**src/rtl/core/kmcd_pkg.sv**
```systemverilog
// shared constants and types for the key matrix change detector
package kmcd_pkg;

    localparam int MAX_ROWS     = 8;
    localparam int MAX_KEYS     = 64;
    localparam int COL_W        = 3;
    localparam int ROW_W        = 3;
    localparam int KEY_W        = 6;
    localparam int LEVELS_W     = 8;
    localparam int DEF_KEYS     = 64;
    localparam int DEF_ROWS     = 8;
    localparam int COLS_DIRECT  = 6;
    localparam int COL_MIRROR   = 13;

    // what the row lanes found for one column sample
    typedef struct packed {
        logic [MAX_ROWS-1:0] change;
        logic [MAX_ROWS-1:0] pressed;
        logic [COL_W-1:0]    offset;
    } lane_res_t;

    // columns 6 and 7 are wired in swapped order
    function automatic logic [COL_W-1:0] map_column(input logic [COL_W-1:0] col);
        logic [COL_W-1:0] res;
        if (col < COL_W'(COLS_DIRECT)) begin
            res = col;
        end
        else begin
            res = COL_W'(COL_MIRROR) - col;
        end
        return res;
    endfunction

endpackage

```
**src/rtl/core/key_matrix_change_detector.sv**
```systemverilog
// top level of the key matrix change detector
// Takes one column sample per input transfer (column number and the
// active-low row levels) and compares it with the stored key map. One
// output transfer follows for each key whose level changed, in ascending
// row order, carrying the key index, the new level and a last flag on the
// final event of the sample. A sample with no change gives no output.
// Each row is a lane of its own holding the levels of that row's keys,
// so all rows are compared in the cycle the sample is accepted; a merging
// stage then hands the changes out one per cycle while out_ready is high.
// The first event passes through the event queue and then the output
// register. A sample gives at most ROWS events, and the next sample is
// accepted in the cycle the last event of the current one moves to the
// output register.
// Reset clears the key map to all released and drops all queued events.
// While the receiver stalls, the output register holds its event and the
// input is refused as long as any event of the current sample is queued.
module key_matrix_change_detector #(
    parameter int KEYS = kmcd_pkg::DEF_KEYS,
    parameter int ROWS = kmcd_pkg::DEF_ROWS
) (
    input  logic                            clk,
    input  logic                            rst_n,
    input  logic                            in_valid,
    output logic                            in_ready,
    input  logic [kmcd_pkg::COL_W-1:0]      column,
    input  logic [kmcd_pkg::LEVELS_W-1:0]   row_levels,
    output logic                            out_valid,
    input  logic                            out_ready,
    output logic [kmcd_pkg::KEY_W-1:0]      key_index,
    output logic                            pressed,
    output logic                            last
);

    kmcd_pkg::lane_res_t        lanes;
    logic                       accept;
    logic [kmcd_pkg::COL_W-1:0] offset;

    assign offset       = kmcd_pkg::map_column(column);
    assign lanes.offset = offset;

    generate
        for (genvar r = 0; r < kmcd_pkg::MAX_ROWS; r++) begin : g_row
            if (r < ROWS) begin : g_lane
                kmcd_lane #(
                    .ROW  (r),
                    .KEYS (KEYS)
                ) u_lane (
                    .clk     (clk),
                    .rst_n   (rst_n),
                    .accept  (accept),
                    .offset  (offset),
                    .level   (row_levels[r]),
                    .change  (lanes.change[r]),
                    .pressed (lanes.pressed[r])
                );
            end
            else begin : g_none
                // rows beyond the row count are not scanned
                assign lanes.change[r]  = 1'b0;
                assign lanes.pressed[r] = 1'b0;
            end
        end
    endgenerate

    kmcd_merge u_merge (
        .clk       (clk),
        .rst_n     (rst_n),
        .in_valid  (in_valid),
        .in_ready  (in_ready),
        .accept    (accept),
        .lanes     (lanes),
        .out_valid (out_valid),
        .out_ready (out_ready),
        .key_index (key_index),
        .pressed   (pressed),
        .last      (last)
    );

`ifndef SYNTHESIS
    // no event for a key that does not exist
    a_key_in_range: assert property (@(posedge clk) disable iff (!rst_n)
        out_valid |-> ({1'b0, key_index} < (kmcd_pkg::KEY_W + 1)'(KEYS)))
        else $error("event for a key beyond the key count");
`endif

endmodule

```
**src/rtl/core/kmcd_lane.sv**
```systemverilog
// one row lane: stored levels of the row's keys and change detection
module kmcd_lane #(
    parameter int ROW  = 0,
    parameter int KEYS = kmcd_pkg::DEF_KEYS
) (
    input  logic                        clk,
    input  logic                        rst_n,
    input  logic                        accept,
    input  logic [kmcd_pkg::COL_W-1:0]  offset,
    input  logic                        level,
    output logic                        change,
    output logic                        pressed
);

    localparam int BASE = ROW * 8;
    localparam int CMP_W = kmcd_pkg::KEY_W + 1;

    logic [7:0] levels_reg;
    logic [7:0] levels_next;
    logic       enable;
    logic       now;

    // keys at or above the key count do not exist
    assign enable  = (CMP_W'(BASE) + CMP_W'(offset)) < CMP_W'(KEYS);
    assign now     = ~level;
    assign change  = enable && (now != levels_reg[offset]);
    assign pressed = now;

    always_comb
    begin
        levels_next = levels_reg;
        if (accept && enable) begin
            levels_next[offset] = now;
        end
    end

    always_ff @(posedge clk or negedge rst_n)
    begin
        if (!rst_n) begin
            levels_reg <= '0;
        end
        else begin
            levels_reg <= levels_next;
        end
    end

endmodule

```
**src/rtl/core/kmcd_merge.sv**
```systemverilog
// merging stage: queues the lane results and serialises change events
module kmcd_merge (
    input  logic                        clk,
    input  logic                        rst_n,
    input  logic                        in_valid,
    output logic                        in_ready,
    output logic                        accept,
    input  kmcd_pkg::lane_res_t         lanes,
    output logic                        out_valid,
    input  logic                        out_ready,
    output logic [kmcd_pkg::KEY_W-1:0]  key_index,
    output logic                        pressed,
    output logic                        last
);

    localparam int R = kmcd_pkg::MAX_ROWS;

    logic [R-1:0]                   mask_reg, mask_next;
    logic [R-1:0]                   prs_reg, prs_next;
    logic [kmcd_pkg::COL_W-1:0]     off_reg, off_next;
    logic                           valid_reg, valid_next;
    logic [kmcd_pkg::KEY_W-1:0]     key_reg, key_next;
    logic                           pressed_reg, pressed_next;
    logic                           last_reg, last_next;
    logic [kmcd_pkg::ROW_W-1:0]     sel;
    logic                           found;
    logic                           advance;
    logic                           pop;
    logic [R-1:0]                   mask_after;

    // lowest pending row goes out first
    always_comb
    begin
        sel   = '0;
        found = 1'b0;
        for (int i = 0; i < R; i++) begin
            if (!found && mask_reg[i]) begin
                sel   = kmcd_pkg::ROW_W'(i);
                found = 1'b1;
            end
        end
    end

    assign advance    = !valid_reg || out_ready;
    assign pop        = advance && (mask_reg != '0);
    assign mask_after = pop ? (mask_reg & ~(R'(1) << sel)) : mask_reg;
    assign in_ready   = (mask_after == '0);
    assign accept     = in_valid && in_ready;

    always_comb
    begin
        mask_next    = mask_after;
        prs_next     = prs_reg;
        off_next     = off_reg;
        valid_next   = valid_reg;
        key_next     = key_reg;
        pressed_next = pressed_reg;
        last_next    = last_reg;
        if (accept) begin
            mask_next = lanes.change;
            prs_next  = lanes.pressed;
            off_next  = lanes.offset;
        end
        if (advance) begin
            valid_next   = (mask_reg != '0);
            key_next     = {sel, off_reg};
            pressed_next = prs_reg[sel];
            last_next    = (mask_after == '0);
        end
    end

    always_ff @(posedge clk or negedge rst_n)
    begin
        if (!rst_n) begin
            mask_reg  <= '0;
            valid_reg <= 1'b0;
        end
        else begin
            mask_reg  <= mask_next;
            valid_reg <= valid_next;
        end
    end

    always_ff @(posedge clk)
    begin
        prs_reg     <= prs_next;
        off_reg     <= off_next;
        key_reg     <= key_next;
        pressed_reg <= pressed_next;
        last_reg    <= last_next;
    end

    assign out_valid = valid_reg;
    assign key_index = key_reg;
    assign pressed   = pressed_reg;
    assign last      = last_reg;

`ifndef SYNTHESIS
    // a new sample is only taken once at most one event is left to go
    a_ready_drain: assert property (@(posedge clk) disable iff (!rst_n)
        in_ready |-> ($countones(mask_reg) <= 1))
        else $error("input ready with several events still queued");

    // an event that is not the last leaves more events queued
    a_not_last_pending: assert property (@(posedge clk) disable iff (!rst_n)
        (valid_reg && !last_reg) |-> (mask_reg != '0))
        else $error("non-final event with nothing queued behind it");
`endif

endmodule
```
**config.mk**
```make
export PLATFORM = sky130hd
export DESIGN_NAME = key_matrix_change_detector
export DESIGN_NICKNAME = d
export VERILOG_FILES = /design/src/rtl/core/kmcd_pkg.sv /design/src/rtl/core/key_matrix_change_detector.sv /design/src/rtl/core/kmcd_lane.sv /design/src/rtl/core/kmcd_merge.sv
export SDC_FILE = /design/constraint.sdc
export NUM_CORES = 1
export LEC_CHECK = 0
export BUFFER_PORTS_ARGS = -buffer_cell sky130_fd_sc_hd__buf_4
export CAP_MARGIN = 20
export CORE_MARGIN = 4
export CORE_UTILIZATION = 25
export DETAILED_ROUTE_END_ITERATION = 8
export GPL_ROUTABILITY_DRIVEN = 0
export SLEW_MARGIN = 10
export SYNTH_ARGS = -nofsm -noshare
export SYNTH_HDL_FRONTEND = slang
export SYNTH_SLANG_ARGS = --single-unit
```
**constraint.sdc**
```tcl
create_clock -name clk -period 3.57 [get_ports clk]
set_input_delay 0.1785 -clock clk [delete_from_list [all_inputs] [get_ports clk]]
set_output_delay 0.1785 -clock clk [all_outputs]
set_load 0.05 [all_outputs]
```
==> impl.org <==
** Setup path
- Cell-by-cell trace of the critical path :: nor4_4 > nand2_2 > a211o_1 > a21oi_1 > nand4_1 > buf_4 > mux2_2
- Counting both buffers and inverters, the worst setup path holds a total of 1.
- Data arrival time of the worst path :: 3.11 ns
- R2r startpoint :: u_merge.mask_reg[0]
- CP Launch Type :: register
- Among all stages on the critical path, the largest delay is contributed by sky130_fd_sc_hd__dfrtp_1.
- The worst setup path is of the reg -> reg kind.
- Setup slack, reg-to-reg :: roughly 0.7 ns
- Critical Path Sink Type :: register
- Length in cells of the worst reg-to-reg path :: 7
- Cell family contributing the most delay on the critical path :: simple AND/OR/NAND/NOR gates
- Crit. Startpoint :: u_merge.mask_reg[0]
- Crit path required time :: 3.80 ns
- Critical R2R Capture :: g_row[2].g_lane.u_lane.levels_reg[2]
- For this run, the slowest stage of the critical path takes between 0.5 and 0.6 ns.
- Largest driver fanout on the critical path :: 13

** Timing
- Across the routed clock network, the largest skew measured is roughly 0.0062 ns.
- For the pin with the worst max-slew slack, the measured transition is around 0.95 ns.
- In the final timing run, aggregate negative setup slack is 0 ns.
- Subtracting the final worst setup slack from the clock period gives a little under 3 ns.
- Count of endpoints failing setup in the final report :: 0
- Setup repair after global routing left no endpoint under its margin.
- Headroom to the max-slew limit came out at 36.4%.
- Hold Violations, Final :: 32
- Max-slew violations :: 0
- Dividing the final minimum period by the clock period gives around four fifths.
- Static timing analysis puts the maximum clock frequency at around 350 MHz.
- Across all hold checks on the routed design, the worst slack comes to -0.0199 ns.

** Clocking
- Clock latency at the later pin of the worst-skew pair :: 0.35 ns
- Clock root buffer master :: sky130_fd_sc_hd__clkbuf_16
- Clock-pin transition on the worst setup and hold timing paths :: 0.06 ns
- Buffers inserted during clock tree synthesis total 9.
- Counting along the longest clock path gives a buffer depth of 2.
- In this run, post-CTS repair resized a total of 0 instances.
- Hold repair after CTS inserted 0 buffers.
- CTS HTree Levels :: 3
- Total number of clock tree sinks :: 92
- TritonCTS built the clock tree.
- Post CTS Setup Buffer Count :: 0

** Drt
- Total routed wirelength :: 9960 um
- Drt via density :: between 4 and 5
- Routed length per instance :: 16.9 um
- DRC violation count after routing :: 0
- Vias post-DR :: 2797
- Count of routing violations after the opening detailed-route iteration :: 172
- The detail route stage leaves a number of antenna-violating nets equal to 0.
- The first detailed-routing pass took 5 iterations.

** Outcome
- The final reports fail on negative hold slack.
- Status :: complete, but fails checks

** Yosys
- Share of the synthesized area in the top cell type :: between 40% and 50%
- Yosys mapped a number of flops with a built-in enable equal to 19.
- Distinct cells, synth :: slightly below 50
- Of the synthesized area, sequential elements account for 53.2%.
- In this run the mean area of a mapped cell was between 10 and 15 sq um.
- When the netlist entered floorplanning its net count stood at between 300 and 400.
- Async S/R FF share, synth :: approximately four fifths
- Dominant synthesized flop cell :: sky130_fd_sc_hd__dfrtp_1
- Cell types with the largest area share after synthesis :: sky130_fd_sc_hd__dfrtp_1 41%, sky130_fd_sc_hd__edfxtp_1 13%, sky130_fd_sc_hd__mux2_4 10%, sky130_fd_sc_hd__mux2_2 8.7%, sky130_fd_sc_hd__mux2i_1 2.7%
- In this run the cell area of the synthesized design comes to ~0.0045 sq mm.
- Number of flip-flops and latches in the synthesized netlist :: 92
- Yosys printed 0 warnings.
- Largest area contributor in the netlist :: sky130_fd_sc_hd__dfrtp_1
- Synthesis handed over a netlist of around 340 instances.

** Layout
- Fraction of layout instances using a drive strength above 1 :: ~33%
- The register with the most flip-flops in the layout has between 60 and 70 of them.
- Final non-filler cell area :: just over 0.005 sq mm
- Number of nets in the finished design :: 375
- Synth-to-Final Area Change :: 14.6%
- 0 antenna diodes ended up in the layout.

** Place
- Summing all placed instances gives a cell area of 0.00487 sq mm.
- Hpwl dp :: between 6000 and 7000 um
- Port buffering added 24 buffers.

** Power and ir drop
- In this run the power density over the cells is roughly 850 mW/mm^2.
- Static Leakage :: ~2.3 nW
- VDD sags by at most between 0.5 and 0.6 mV.

** Global route
- Overall overflow remaining after global route :: 0
- Vias in the first global route :: around 3000
- The initial antenna violation count is 0.
- Pin count of the biggest net entering global routing :: 74
- Global routing used 10.6% of the available tracks.
- The first global-routing pass estimated 16500 um of wire.

** Die
- The die covers 0.0202 sq mm.
- The total area inside the core boundary comes to 0.0175 sq mm.
- Die boundary width :: about 140 um
- The die is roughly 140 um tall.
- 25 I/O pins were placed.
- The initial utilization of the core area, before any placement, comes to about a quarter.
- The floorplan has 48 rows.

** Hold path
- The path class of the tightest hold or removal check is in -> async.

** Run
- Max-cap violations in this run came to 0.
## through the flow
stage               instances  worst slack [ns]  hold WS, ns  power [mW]  util, %
global placement          574             0.797        0.385        3.40     27.8
floorplan                 344             0.781       -0.117        3.06        -
global route              590             0.492       0.0339        4.64     29.6
finish                    590             0.685      -0.0199        4.37     29.6
CTS                       590             0.747       0.0121        4.40     29.6
detailed placement        574             0.766        0.395        3.44     27.8
## report_power, final
| group | switching [mW] | internal, mW |
|---|---|---|
| registers | 0.283 | 1.56 |
| logic | 0.810 | 0.777 |
| clock network | 0.390 | 0.551 |
| total | 1.48 | 2.89 |
## worst reg2reg max path: stages (launching register included)
cell,delay (ns)
sky130_fd_sc_hd__dfrtp_1,0.53
sky130_fd_sc_hd__nor4_4,0.46
sky130_fd_sc_hd__nand2_2,0.12
sky130_fd_sc_hd__a211o_1,0.33
sky130_fd_sc_hd__a21oi_1,0.29
sky130_fd_sc_hd__nand4_1,0.43
sky130_fd_sc_hd__buf_4,0.33
sky130_fd_sc_hd__mux2_2,0.27
## how the worst max path moves through the flow
stage / end / slack [ns] / depth (start not counted)
after floorplan: g_row[0].g_lane.u_lane.levels_reg[1] / 0.78 / 8
after global placement: g_row[2].g_lane.u_lane.levels_reg[2] / 0.80 / 7
after detailed placement: g_row[1].g_lane.u_lane.levels_reg[2] / 0.77 / 7
after CTS: g_row[0].g_lane.u_lane.levels_reg[1] / 0.75 / 6
after global routing: g_row[0].g_lane.u_lane.levels_reg[2] / 0.49 / 7
final: g_row[2].g_lane.u_lane.levels_reg[2] / 0.69 / 7
## synth_stat cells (2+ instances only)
| master | count |
|---|---|
| sky130_fd_sc_hd__a211o_1 | 2 |
| sky130_fd_sc_hd__inv_1 | 8 |
| sky130_fd_sc_hd__o31a_1 | 2 |
| sky130_fd_sc_hd__clkbuf_1 | 15 |
| sky130_fd_sc_hd__mux4_2 | 4 |
| sky130_fd_sc_hd__mux2_4 | 31 |
| sky130_fd_sc_hd__nand2b_1 | 7 |
| sky130_fd_sc_hd__edfxtp_1 | 19 |
| sky130_fd_sc_hd__a221oi_1 | 6 |
| sky130_fd_sc_hd__xnor2_1 | 9 |
| sky130_fd_sc_hd__or4_4 | 4 |
| sky130_fd_sc_hd__mux2_2 | 35 |
| sky130_fd_sc_hd__nand4_1 | 2 |
| sky130_fd_sc_hd__nor2b_1 | 3 |
| sky130_fd_sc_hd__nand3_1 | 4 |
| sky130_fd_sc_hd__buf_6 | 5 |
| sky130_fd_sc_hd__clkinv_1 | 7 |
| sky130_fd_sc_hd__o31ai_1 | 2 |
| sky130_fd_sc_hd__o22ai_1 | 8 |
| sky130_fd_sc_hd__dfrtp_1 | 73 |
| sky130_fd_sc_hd__mux2i_1 | 12 |
| sky130_fd_sc_hd__o21ai_0 | 13 |
| sky130_fd_sc_hd__nor3_1 | 9 |
| sky130_fd_sc_hd__a21oi_1 | 8 |
| sky130_fd_sc_hd__nand2_1 | 16 |
| sky130_fd_sc_hd__nor2_1 | 15 |
| sky130_fd_sc_hd__nor4_4 | 2 |
| sky130_fd_sc_hd__a211oi_1 | 2 |
## cells by family after synthesis
| group | share of synthesized area [%] |
|---|---|
| flip-flops | 53.2 |
| multiplexers | 23.7 |
| AND/OR/NAND/NOR | 8.41 |
| AO/OA/AOI/OAI | 8.85 |
| buffers and inverters | 3.86 |
| XOR/XNOR | 1.75 |
| adder cells (fa/ha/maj) | 0.222 |
## routing by layer
metal  vias up  routed length, um  GRT usage, %
li1       1292                  -             -
met1      1424               4680          14.4
met2        69               4590          15.8
met3        12                483          4.00
met4         0                204          3.48
met5         -                  0             0
## placed cells by master (no fill, tap or decap), types with 3 or more instances in the layout
cell type / count
sky130_fd_sc_hd__mux4_2: 4
sky130_fd_sc_hd__or4_4: 4
sky130_fd_sc_hd__nand2_1: 16
sky130_fd_sc_hd__nand3_1: 4
sky130_fd_sc_hd__nor2b_1: 3
sky130_fd_sc_hd__xnor2_1: 9
sky130_fd_sc_hd__o21ai_0: 13
sky130_fd_sc_hd__buf_4: 26
sky130_fd_sc_hd__a221oi_1: 6
sky130_fd_sc_hd__dfrtp_1: 73
sky130_fd_sc_hd__nor2_1: 15
sky130_fd_sc_hd__nand2b_1: 7
sky130_fd_sc_hd__inv_1: 8
sky130_fd_sc_hd__o22ai_1: 8
sky130_fd_sc_hd__mux2i_1: 12
sky130_fd_sc_hd__a21oi_1: 8
sky130_fd_sc_hd__clkbuf_16: 10
sky130_fd_sc_hd__edfxtp_1: 19
sky130_fd_sc_hd__mux2_2: 35
sky130_fd_sc_hd__clkinv_1: 7
sky130_fd_sc_hd__nor3_1: 9
sky130_fd_sc_hd__mux2_4: 31
## layout make-up
class	instances	area, sq um
inverter	15	56.3
tap	225	282
fill	1754	12300
multi-input combinational	216	1940
sequential	92	2400
clock inverter	3	16.3
clock buffer	13	282
timing repair buffer	26	195
Note: power is estimated with default switching activity, not from simulation.
